==> src/rtl/assert_macros.svh <==
// Assertion macros shared by the partitioner RTL.
// Included by every module that carries concurrent checks.
`ifndef ASSERT_MACROS_SVH
`define ASSERT_MACROS_SVH

// Clocked check, off while reset is asserted.
`define SGPA_ASSERT(lbl, clk, rst_n, prop) \
  lbl: assert property (@(posedge clk) disable iff (!rst_n) (prop)) \
    else $error("sgpa check failed");

// Clocked check that also holds during reset.
`define SGPA_ASSERT_ALWAYS(lbl, clk, prop) \
  lbl: assert property (@(posedge clk) (prop)) \
    else $error("sgpa check failed");

`endif

==> src/rtl/sgpa_pkg.sv <==
// Package for the streaming graph partitioner: word types, widths, defaults.
// No dependencies; used by every module in rtl/.
package sgpa_pkg;

  localparam int PARTITIONS_DEF   = 8;
  localparam int MAX_VERTICES_DEF = 65536;
  localparam int COUNT_WIDTH_DEF  = 16;

  localparam int VID_W      = 16;
  localparam int OUT_PART_W = 3;
  localparam int EDGE_W     = 16;
  localparam int ALPHA_W    = 16;
  localparam int SIZE_W     = 17;
  // square root input is size or size+1, taken times 2^32
  localparam int SQ_IN_W    = SIZE_W + 1;
  localparam int SQ_ARG_W   = SQ_IN_W + 32;
  localparam int ROOT_W     = SQ_ARG_W / 2;
  localparam int COST_W     = 27;

  localparam logic [ALPHA_W-1:0] ALPHA_RESET = 16'd128;
  localparam logic [SIZE_W-1:0]  SIZE_MAX    = {SIZE_W{1'b1}};
  // growth cost of an empty partition: 1^1.5 in Q.16
  localparam logic [COST_W-1:0]  COST_RESET  = 27'd65536;

  localparam logic KIND_NEIGHBOR = 1'b0;
  localparam logic KIND_PLACE    = 1'b1;

  typedef struct packed {
    logic             kind;
    logic [VID_W-1:0] vertex_id;
  } in_word_t;

  typedef struct packed {
    logic [VID_W-1:0]      placed_vertex;
    logic [OUT_PART_W-1:0] chosen_partition;
    logic [EDGE_W-1:0]     edges_added;
    logic                  was_seed;
  } out_word_t;

endpackage

==> src/rtl/sgpa_isqrt.sv <==
// Iterative integer square root of x*2^32, two radicand bits per cycle.
// Depends on sgpa_pkg and assert_macros.svh.
module sgpa_isqrt (
  input  logic                         clk,
  input  logic                         rst_n,
  input  logic                         start,
  input  logic [sgpa_pkg::SQ_IN_W-1:0] x,
  output logic                         done,
  output logic [sgpa_pkg::ROOT_W-1:0]  root
);
  import sgpa_pkg::*;
`include "assert_macros.svh"

  localparam int CNT_W = $clog2(ROOT_W + 1);
  localparam int REM_W = ROOT_W + 1;

  logic                busy_r;
  logic                done_r;
  logic [CNT_W-1:0]    cnt_r;
  logic [SQ_ARG_W-1:0] arg_r;
  logic [REM_W-1:0]    rem_r;
  logic [ROOT_W-1:0]   root_r;

  logic [REM_W+1:0]    rem_sh;
  logic [REM_W+1:0]    trial;
  logic                take;

  // one result bit per step
  always_comb begin
    rem_sh = {rem_r, arg_r[SQ_ARG_W-1 -: 2]};
    trial  = {2'b00, root_r[ROOT_W-2:0], 2'b01};
    take   = (rem_sh >= trial);
  end

  always_ff @(posedge clk) begin
    if (!rst_n) begin
      busy_r <= 1'b0;
      done_r <= 1'b0;
      cnt_r  <= '0;
    end else begin
      done_r <= 1'b0;
      if (start && !busy_r) begin
        busy_r <= 1'b1;
        cnt_r  <= '0;
      end else if (busy_r) begin
        cnt_r <= cnt_r + CNT_W'(1);
        if (cnt_r == CNT_W'(ROOT_W - 1)) begin
          busy_r <= 1'b0;
          done_r <= 1'b1;
        end
      end
    end
  end

  // datapath
  always_ff @(posedge clk) begin
    if (start && !busy_r) begin
      arg_r  <= {x, 32'b0};
      rem_r  <= '0;
      root_r <= '0;
    end else if (busy_r) begin
      arg_r <= {arg_r[SQ_ARG_W-3:0], 2'b00};
      if (take) begin
        rem_r  <= REM_W'(rem_sh - trial);
        root_r <= {root_r[ROOT_W-2:0], 1'b1};
      end else begin
        rem_r  <= REM_W'(rem_sh);
        root_r <= {root_r[ROOT_W-2:0], 1'b0};
      end
    end
  end

  assign done = done_r;
  assign root = root_r;

  `SGPA_ASSERT(a_done_ends_run, clk, rst_n, done_r |-> !busy_r && $past(busy_r))

endmodule

==> config.mk <==
export PLATFORM = sky130hd
export DESIGN_NAME = sgpa_isqrt
export DESIGN_NICKNAME = d
export VERILOG_FILES = /design/src/rtl/sgpa_pkg.sv /design/src/rtl/sgpa_isqrt.sv
export VERILOG_INCLUDE_DIRS = /design/src /design/src/rtl
export SDC_FILE = /design/constraint.sdc
export NUM_CORES = 1
export LEC_CHECK = 0
export BUFFER_PORTS_ARGS = -buffer_cell sky130_fd_sc_hd__buf_2
export CAP_MARGIN = 10
export CORE_ASPECT_RATIO = 0.75
export CORE_MARGIN = 5
export CORE_UTILIZATION = 60
export DETAILED_ROUTE_END_ITERATION = 16
export PLACE_DENSITY = 0.81
export RECOVER_POWER = 100
export SYNTH_ARGS = -nofsm -noshare
export SYNTH_HDL_FRONTEND = slang
export SYNTH_SLANG_ARGS = --single-unit
==> constraint.sdc <==
create_clock -name clk -period 4.2 [get_ports clk]
set_input_delay 0.42 -clock clk [delete_from_list [all_inputs] [get_ports clk]]
set_output_delay 0.42 -clock clk [all_outputs]
set_load 0.01 [all_outputs]
Word level (Yosys, flattened, before mapping)
Cells that the tools add are included.
{ "word_totals": {"out_inout_bits": 26, "regBits": 76, "in_bits": 21} }
{ "classes": {"add_sub_neg": 2, "muxes": 8, "n_eq_ne": 1, "n_reduce_logical": 5, "bitwise_logic": 2, "order_cmp": 1} }
{ "op_table": {"columns": ["operator", "n"], "rows": [
  ["50-bit 2-to-1 mux", 2],
  ["28-bit by 26-bit >= comparator with 1-bit output", 1],
  ["26-bit 2-to-1 mux", 1],
  ["26-bit subtractor", 1],
  ["5-bit by 1-bit adder with 5-bit output (second input constant)", 1],
  ["5-bit == test (second input constant)", 1],
  ["1-bit 2-to-1 mux", 5],
  ["3-bit OR reduction", 1],
  ["1-bit NOT", 2],
  ["2-bit nonzero test", 1],
  ["2-bit OR reduction", 1],
  ["1-bit logical AND", 1],
  ["1-bit zero test", 1]
]} }

Logic depth before layout (Yosys ltp)
Gate-level depths: netlist of the first run.
{ "logic_depth": {"ltp_word": 4, "depth_mapped": 12, "ltp_nobuf": 10} }

Least setup slack after synthesis of the first run
OpenSTA, ideal clock, no wires.
{ "synth_path": {"kind": "flip-flop to flip-flop", "from": "register root_r[8], in the netlist root[8]", "to": "register rem_r[11]", "path_buffers": 1, "required_time_ns": 4.073, "synth_period_minus_slack_ns": 2.313, "setup_slack_ns": 1.887, "arrival_time_ns": 2.185, "setup_ns": 0.127, "stages_incl_launch_ff": 11, "cell_sequence": "dfxtp_1 -> inv_1 -> ha_1 -> and3_4 -> and4_1 -> nand2_1 -> and3_1 -> a21oi_2 -> buf_4 -> mux2i_1 -> o21ai_1"} }
{ "synth_between": {"elab_chain_len": 2, "elab_cells_between_ends": 3} }
{ "synth_rtl": {"columns": ["item", "line_no", "source"], "rows": [
  ["from (decl)", "sgpa_isqrt.sv:22", "logic [ROOT_W-1:0] root_r;"],
  ["from (signal assigned)", "sgpa_isqrt.sv:65", "root_r <= {root_r[ROOT_W-2:0], 1'b1};"],
  ["from (signal assigned)", "sgpa_isqrt.sv:68", "root_r <= {root_r[ROOT_W-2:0], 1'b0};"],
  ["26-bit subtractor / 28-bit by 26-bit >= comparator with 1-bit output (equally long branches)", "sgpa_isqrt.sv:64, sgpa_isqrt.sv:32", null],
  ["26-bit 2-to-1 mux *", "sgpa_isqrt.sv:63", "if (take) begin"],
  ["to (signal assigned)", "sgpa_isqrt.sv:64", "rem_r <= REM_W'(rem_sh - trial);"],
  ["to (signal assigned)", "sgpa_isqrt.sv:67", "rem_r <= REM_W'(rem_sh);"],
  ["to (decl)", "sgpa_isqrt.sv:21", "logic [REM_W-1:0] rem_r;"]
]} }
Every way passes the cells marked *; elsewhere a longest branch is shown, timed or not.
A chain may end at the register's enable or synchronous reset.

Worst setup path after layout of the first run
{ "layout_path": {"from": "register root_r[0], in the netlist root[0]", "to": "register rem_r[22]"} }
The elaborated chain is that of the path after synthesis.

==> reports/qor.yml, run 1 <==
clkSlewWorstSetupHoldPaths_ns: 0.09
wl_mm: 9.88
vias_per_cell: 5.86
num_rows: 26
synthTopCellsByArea: "dfxtp_1 (27%), edfxtp_1 (13%), ha_1 (8.2%)"
hold_path_class: "in2reg"
synth_nets: 512
grt_util_met1_pct: 31.2
max_freq_ghz: 0.300
synth_area_sq_um: 4270
fin_crit_sh_pct: 79.4
timing.hold.ws_ns: 0.295
finalMaxSlewViolations: 38
synth_top_area_cell: "dfxtp_1"
clk_path_buf_depth: 2
ff2ff_path_depth: 10
h-tree-depth: 3
cts_resized: 0
n_antenna_cell: 0
outcome: "complete, but fails checks"
fp.dieW_um: 107
power_mw: 3.44
insertion_delay_ns: 0.35
grt_pass1_wl_mm: 16.6
clock-sinks: 76
synth_seq_cells: 76
die_area_sq_um: 8930
async_reset_ff_share_pct: 0
worstSetupStartpointType: "flip-flop"
hpwl_mm: 6.96
num_vias: 3551
antenna_found_initial: 0
io_buffers: 46
violations: "capacitance limit, slew limit"
yosysSeqAreaShare_pct: 39.8
yosys_warnings: 0
hold_viol: 0
power_density_nw_per_um2: 734
start_util_pct: 62.2
fin_tns_setup_ns: 0
tritoncts: "built"
fin_crit_ns: 3.34
grt_setup_unrepaired: "no"
crit_path_end: "rem_r[22]"
fin_skew_ns: 0.0128
p_leak_nw: 1.83
min-delay-start: "rst_n"
grt.busiest_layer: "met2"
first_global_vias: 3500
setup_viol: 0
ir_drop_v: 0.000428
finalWeightedCongestion: 0.880
hold_buffers: 0
drc: 0
pin_count: 47
critPathMaxFanout: 10
r2r-end: "rem_r[22]"
worst_pin_slew_ns: 1.59
numCtsBuffers: 9
die_h_um: 83.1
path_class: "reg2reg"
synth_ff_type: "dfxtp_1"
n_fill_cell: 594
dp_cells: 590
finalNonFillerCells: 606
cp-end-kind: "flip-flop"
yosysMostFrequentCell: "dfxtp_1"
r2r-start: "root[0]"
cts_setup_buffers: 0
crit_required_ns: 4.43
critPathLaunch: "root[0]"
synth_edf_count: 18
drtIter0Drc: 248
drtAntennaViolNets: 0
firstDrtPassIters: 5
grt_max_degree: 38
arrival_ns: 3.57
postSynthCellCount: 463
drv_cap: 1
synth_top_area_share_pct: 27.2
area_growth_pct: 9.55
root_buffer: "clkbuf_8"
grt.total_usage_pct: 22.8
synth_cell_types: 56
slew_headroom_pct: -5.88
layout.nets: 552
ys_top_cells_by_count: "dfxtp_1 (58), nand2_1 (56), inv_1 (36)"
drive_above_1_share_pct: 13.2
reg2reg_slack_ns: 0.86
fin_ws_ns: 0.864
post-place-ws_ns: 1.29
syn_avg_cell_area_sq_um: 9.23
grt_use_met3_pct: 5.43
grtUsageMet2_pct: 35.3
core_area_sq_um: 6860
wl_per_cell_um: 16.3
overflow: 0
## stage by stage
| stage | cell area [sq um] | utilization [%] |
|---|---|---|
| 6_report | 4680 | 68.2 |
| 5_1_grt | 4680 | 68.2 |
| 4_1_cts | 4740 | 69.0 |
| 3_5_place_dp | 4550 | 66.3 |
| 3_3_place_gp | 4550 | 66.3 |
| 2_1_floorplan | 4270 | - |
## sequential cells by signal (all words and copies together) (netlist names)
signal	count
arg_r	18
busy_r	1
cnt_r	5
done	1
rem_r	26
root	25
## cell type report
class                   instances  area (sq um)  area share (%)
clock buffers                  10           128            2.73
clock inverters                 6          63.8            1.36
inverters                      36           135            2.89
multi-input cells             330          2310            49.4
flip-flops and latches         76          1700            36.4
well taps                      98           123            2.62
repair buffers                 50           216            4.62
## cells in the final DEF, fill, tap and decap left out, types with 16 or more instances in the layout
cell type | netlist | routed
inv_1 | 36 | 36
o31ai_1 | 23 | 23
ha_1 | 28 | 28
buf_2 | 0 | 20
mux2_2 | 16 | 16
clkbuf_1 | 13 | 30
dfxtp_1 | 58 | 58
xnor2_1 | 20 | 20
nor2_1 | 21 | 22
a21oi_1 | 27 | 29
nand2_1 | 56 | 56
o21ai_0 | 17 | 28
edfxtp_1 | 18 | 18
## cells by family after synthesis
family                     count (synthesis)  synth area share, %
AOI/OAI and AO/OA                        136                 21.8
and+or+nand+nor                          109                 11.4
DFF                                       76                 39.8
buffers and inverters                     57                 5.71
xor gates and xnor gates                  29                 5.94
muxes                                     28                 7.03
adders and majority gates                 28                 8.20
## where the power goes
group / internal (mW) / switching [mW]
Combinational: 0.837 / 1.07
Sequential: 0.875 / 0.0970
Clock: 0.276 / 0.283
## worst max-delay path, stage by stage, from the launching register on
cell	delay, ns
dfxtp_1	0.38
inv_1	0.07
ha_1	0.37
nor2b_1	0.22
o21bai_1	0.12
a31oi_2	0.31
a21oi_1	0.20
a21oi_1	0.78
nor2_1	0.42
a22oi_1	0.23
o21ai_0	0.12
## worst min-delay path by stage
| stage | endpoint | slack, ns | cells after the start |
|---|---|---|---|
| after floorplan | rem_r[0] | 0.44 | 2 |
| after global placement | root[24] | 0.46 | 2 |
| after detailed placement | root[17] | 0.47 | 2 |
| after CTS | done | 0.29 | 2 |
| after global routing | done | 0.31 | 2 |
| final | done | 0.30 | 2 |
## routing by layer
layer	vias up	share of wire [%]
met4	0	1.2
met3	14	7.1
met5	-	0
li1	1730	-
met2	148	45
met1	1659	47
Power figures use the tool's default switching activity.
==> run 2, diff against run 1 <==
ABC_AREA = 1   (was unset)
PLACE_DENSITY = 0.8   (was 0.81)
clock period = 3.45 ns   (was 4.2 ns; I/O delays follow)
==> reports/qor.yml, run 2 <==
antenna_found_initial: 0  # unchanged
hpwl_mm: 9.90  # +42%
hold_viol: 0  # unchanged
fin_skew_ns: 0.00711  # -0.00566 ns
fin_area_sq_um: 5610  # +20%
root_buffer: "clkbuf_16"
postSynthCellCount: 737  # +59%
core_area_sq_um: 8380  # +22%
synth_ff_type: "dfxtp_1"
fin_tns_setup_ns: 0  # unchanged
synth_cell_types: 40  # -29%
synth_top_area_share_pct: 22.8  # -4.4 points
hold_path_class: "in2reg"
syn_avg_cell_area_sq_um: 6.91  # -25%
die_area_sq_um: 10500  # +17%
wl_per_cell_um: 15.0  # -8.3%
ys_top_cells_by_count: "nand2_1 (227), inv_1 (144), dfxtp_1 (58)"
ff2ff_path_depth: 5  # -5
overflow: 0  # unchanged
synth_top_area_cell: "dfxtp_1"
synth_seq_cells: 76  # unchanged
area_growth_pct: 10.0
slew_headroom_pct: -8.95  # -3.1 points
reg2reg_slack_ns: 0.51  # -0.36 ns
worstSetupStartpointType: "flip-flop"
grt_pass1_wl_mm: 21.9  # +32%
cp_cell_sequence: "clkbuf_1, nor2_1, clkbuf_2, clkinv_1, buf_4"
tritoncts: "built"
place_area_sq_um: 5390  # +19%
crit_required_ns: 3.43  # -1.00 ns
drtAntennaViolNets: 0  # unchanged
critPathMaxFanout: 54  # +44
grt_setup_unrepaired: "no"
numCtsBuffers: 9  # unchanged
synthTopCellsByArea: "dfxtp_1 (23%), nand2_1 (17%), edfxtp_1 (11%)"
synth_nets: 786  # +54%
min_to: "busy_r"
fp.dieW_um: 116  # +8.3%
timing.hold.ws_ns: 0.249  # -0.0459 ns
fin_crit_sh_pct: 85.3  # +5.9 points
yosysSeqAreaShare_pct: 33.4  # -6.4 points
min-delay-start: "rst_n"
cpPeakStageDelay_ns: 1.19  # +0.41 ns
critPathLaunch: "busy_r"
h-tree-depth: 3  # unchanged
insertion_delay_ns: 0.34  # about the same
path_class: "reg2reg"
yosys_warnings: 0  # unchanged
io_buffers: 46  # unchanged
ir_drop_v: 0.000535  # +25%
regMostFlops: "rem_r"
start_util_pct: 60.8  # -1.5 points
async_reset_ff_share_pct: 0  # unchanged
clock-sinks: 76  # unchanged
drc: 0  # unchanged
arrival_ns: 2.92  # -0.65 ns
cp-end-kind: "flip-flop"
clk_path_buf_depth: 2  # unchanged
r2r-start: "busy_r"
cts_resized: 0  # unchanged
synth_edf_count: 18  # unchanged
outcome: "complete, but fails checks"
fin_ws_ns: 0.506  # -0.358 ns
wl_mm: 13.4  # +35%
hold_path_depth: 3  # +1
layout_commonest_cell: "nand2_1"
yosysMostFrequentCell: "nand2_1"
finalMaxSlewViolations: 35  # -7.9%
drive_above_1_share_pct: 9.68  # -3.5 points
num_vias: 4805  # +35%
drtIter0Drc: 332  # +34%
setup_viol: 0  # unchanged
first_global_vias: 4682  # +34%
max_freq_ghz: 0.340  # +13%
cts_setup_buffers: 0  # unchanged
worst_pin_slew_ns: 1.63  # +0.0461 ns
r2r-end: "arg_r[46]"
critical_path.slowest_cell: "clkbuf_1"
num_rows: 29  # +12%
die_h_um: 89.8  # +8.1%
final_cell_mix: "nand2_1 (227), inv_1 (146), dfxtp_1 (58)"
power_mw: 5.50  # +60%
post-place-ws_ns: 0.840  # -0.452 ns
clkSlewWorstSetupHoldPaths_ns: 0.06  # -0.03 ns
grt.total_usage_pct: 26.1  # +3.3 points
vias_per_cell: 5.38  # -8.2%
power_density_nw_per_um2: 981  # +34%
n_antenna_cell: 0  # unchanged
hold_buffers: 0  # unchanged
n_fill_cell: 752  # +27%
fin_crit_ns: 2.94  # -0.392 ns
pin_count: 47  # unchanged
finalWeightedCongestion: 0.981  # +11%
drv_cap: 1  # unchanged
grt_max_degree: 55  # +45%
layout.nets: 829  # +50%
violations: "capacitance limit, slew limit"
firstDrtPassIters: 5  # unchanged
largest_register_ffs: 26  # unchanged
p_leak_nw: 2.80  # +53%
synth_area_sq_um: 5090  # +19%
run 2: cell types whose count changed in the layout (fill, tap and decap cells not counted), moves of 21 or more:
cell / delta
o22ai_1: +21
o31ai_1: -23
inv_1: +110
nand2_1: +171
nand3_1: +49
nand4_1: +25
run 2: final cells by class:
type                       instances  area [sq um]  area share, %
multi-input combinational        492          2670           47.7
timing repair buffer              52           236           4.22
inverter                         149           559           9.98
clock buffer                      11           243           4.33
clock inverter                     5          58.8           1.05
tap                              108           135           2.41
sequential                        76          1700           30.4
run 2: cells by family (layout without fill, tap and decap cells):
logic type	after synthesis	count (layout)	synth area share [%]
buffers and inverters	169	217	13.2
adder cells (fa/ha/maj)	28	28	6.88
flip-flops	76	76	33.4
multiplexers	16	16	3.54
AO/OA/AOI/OAI	63	63	7.37
AND/OR/NAND/NOR	374	374	33.7
XOR/XNOR	11	11	1.89
run 2: critical path, delay by kind of cell, from the launching register on:
| family | cells | cell delay (ns) |
|---|---|---|
| buffers and inverters | 4 | 2.13 |
| DFF | 1 | 0.33 |
| and+or+nand+nor | 1 | 0.11 |
run 2: through the flow:
step	cells	utilization, %
2_1_floorplan	737	-
3_3_place_gp	877	64.3
3_5_place_dp	877	64.3
4_1_cts	893	67.9
5_1_grt	893	66.9
6_report	893	66.9
run 2: how the worst max path moves through the flow:
stage                      to  slack, ns  cells past startpoint
floorplan           rem_r[10]       1.51                     13
global placement    rem_r[21]       0.97                     14
detailed placement  rem_r[22]       0.84                     14
CTS                 rem_r[25]       0.80                     14
global route         rem_r[1]       0.28                      6
finish              arg_r[46]       0.51                      5
run 2: metal layers:
| metal | GRT usage (%) | share of wire [%] | up-vias |
|---|---|---|---|
| met5 | 0 | 0 | - |
| met4 | 6.67 | 1.5 | 0 |
| met3 | 5.77 | 6.7 | 24 |
| met2 | 40.7 | 44 | 164 |
| met1 | 36.5 | 48 | 2177 |
| li1 | - | - | 2440 |
run 2: power breakdown:
| group | internal (mW) | leakage (nW) | total, mW | switching (mW) |
|---|---|---|---|---|
| Clock | 0.583 | 0.150 | 0.962 | 0.380 |
| Combinational | 1.14 | 2.00 | 3.37 | 2.23 |
| Sequential | 1.07 | 0.656 | 1.16 | 0.0913 |
| Total | 2.79 | 2.80 | 5.50 | 2.70 |
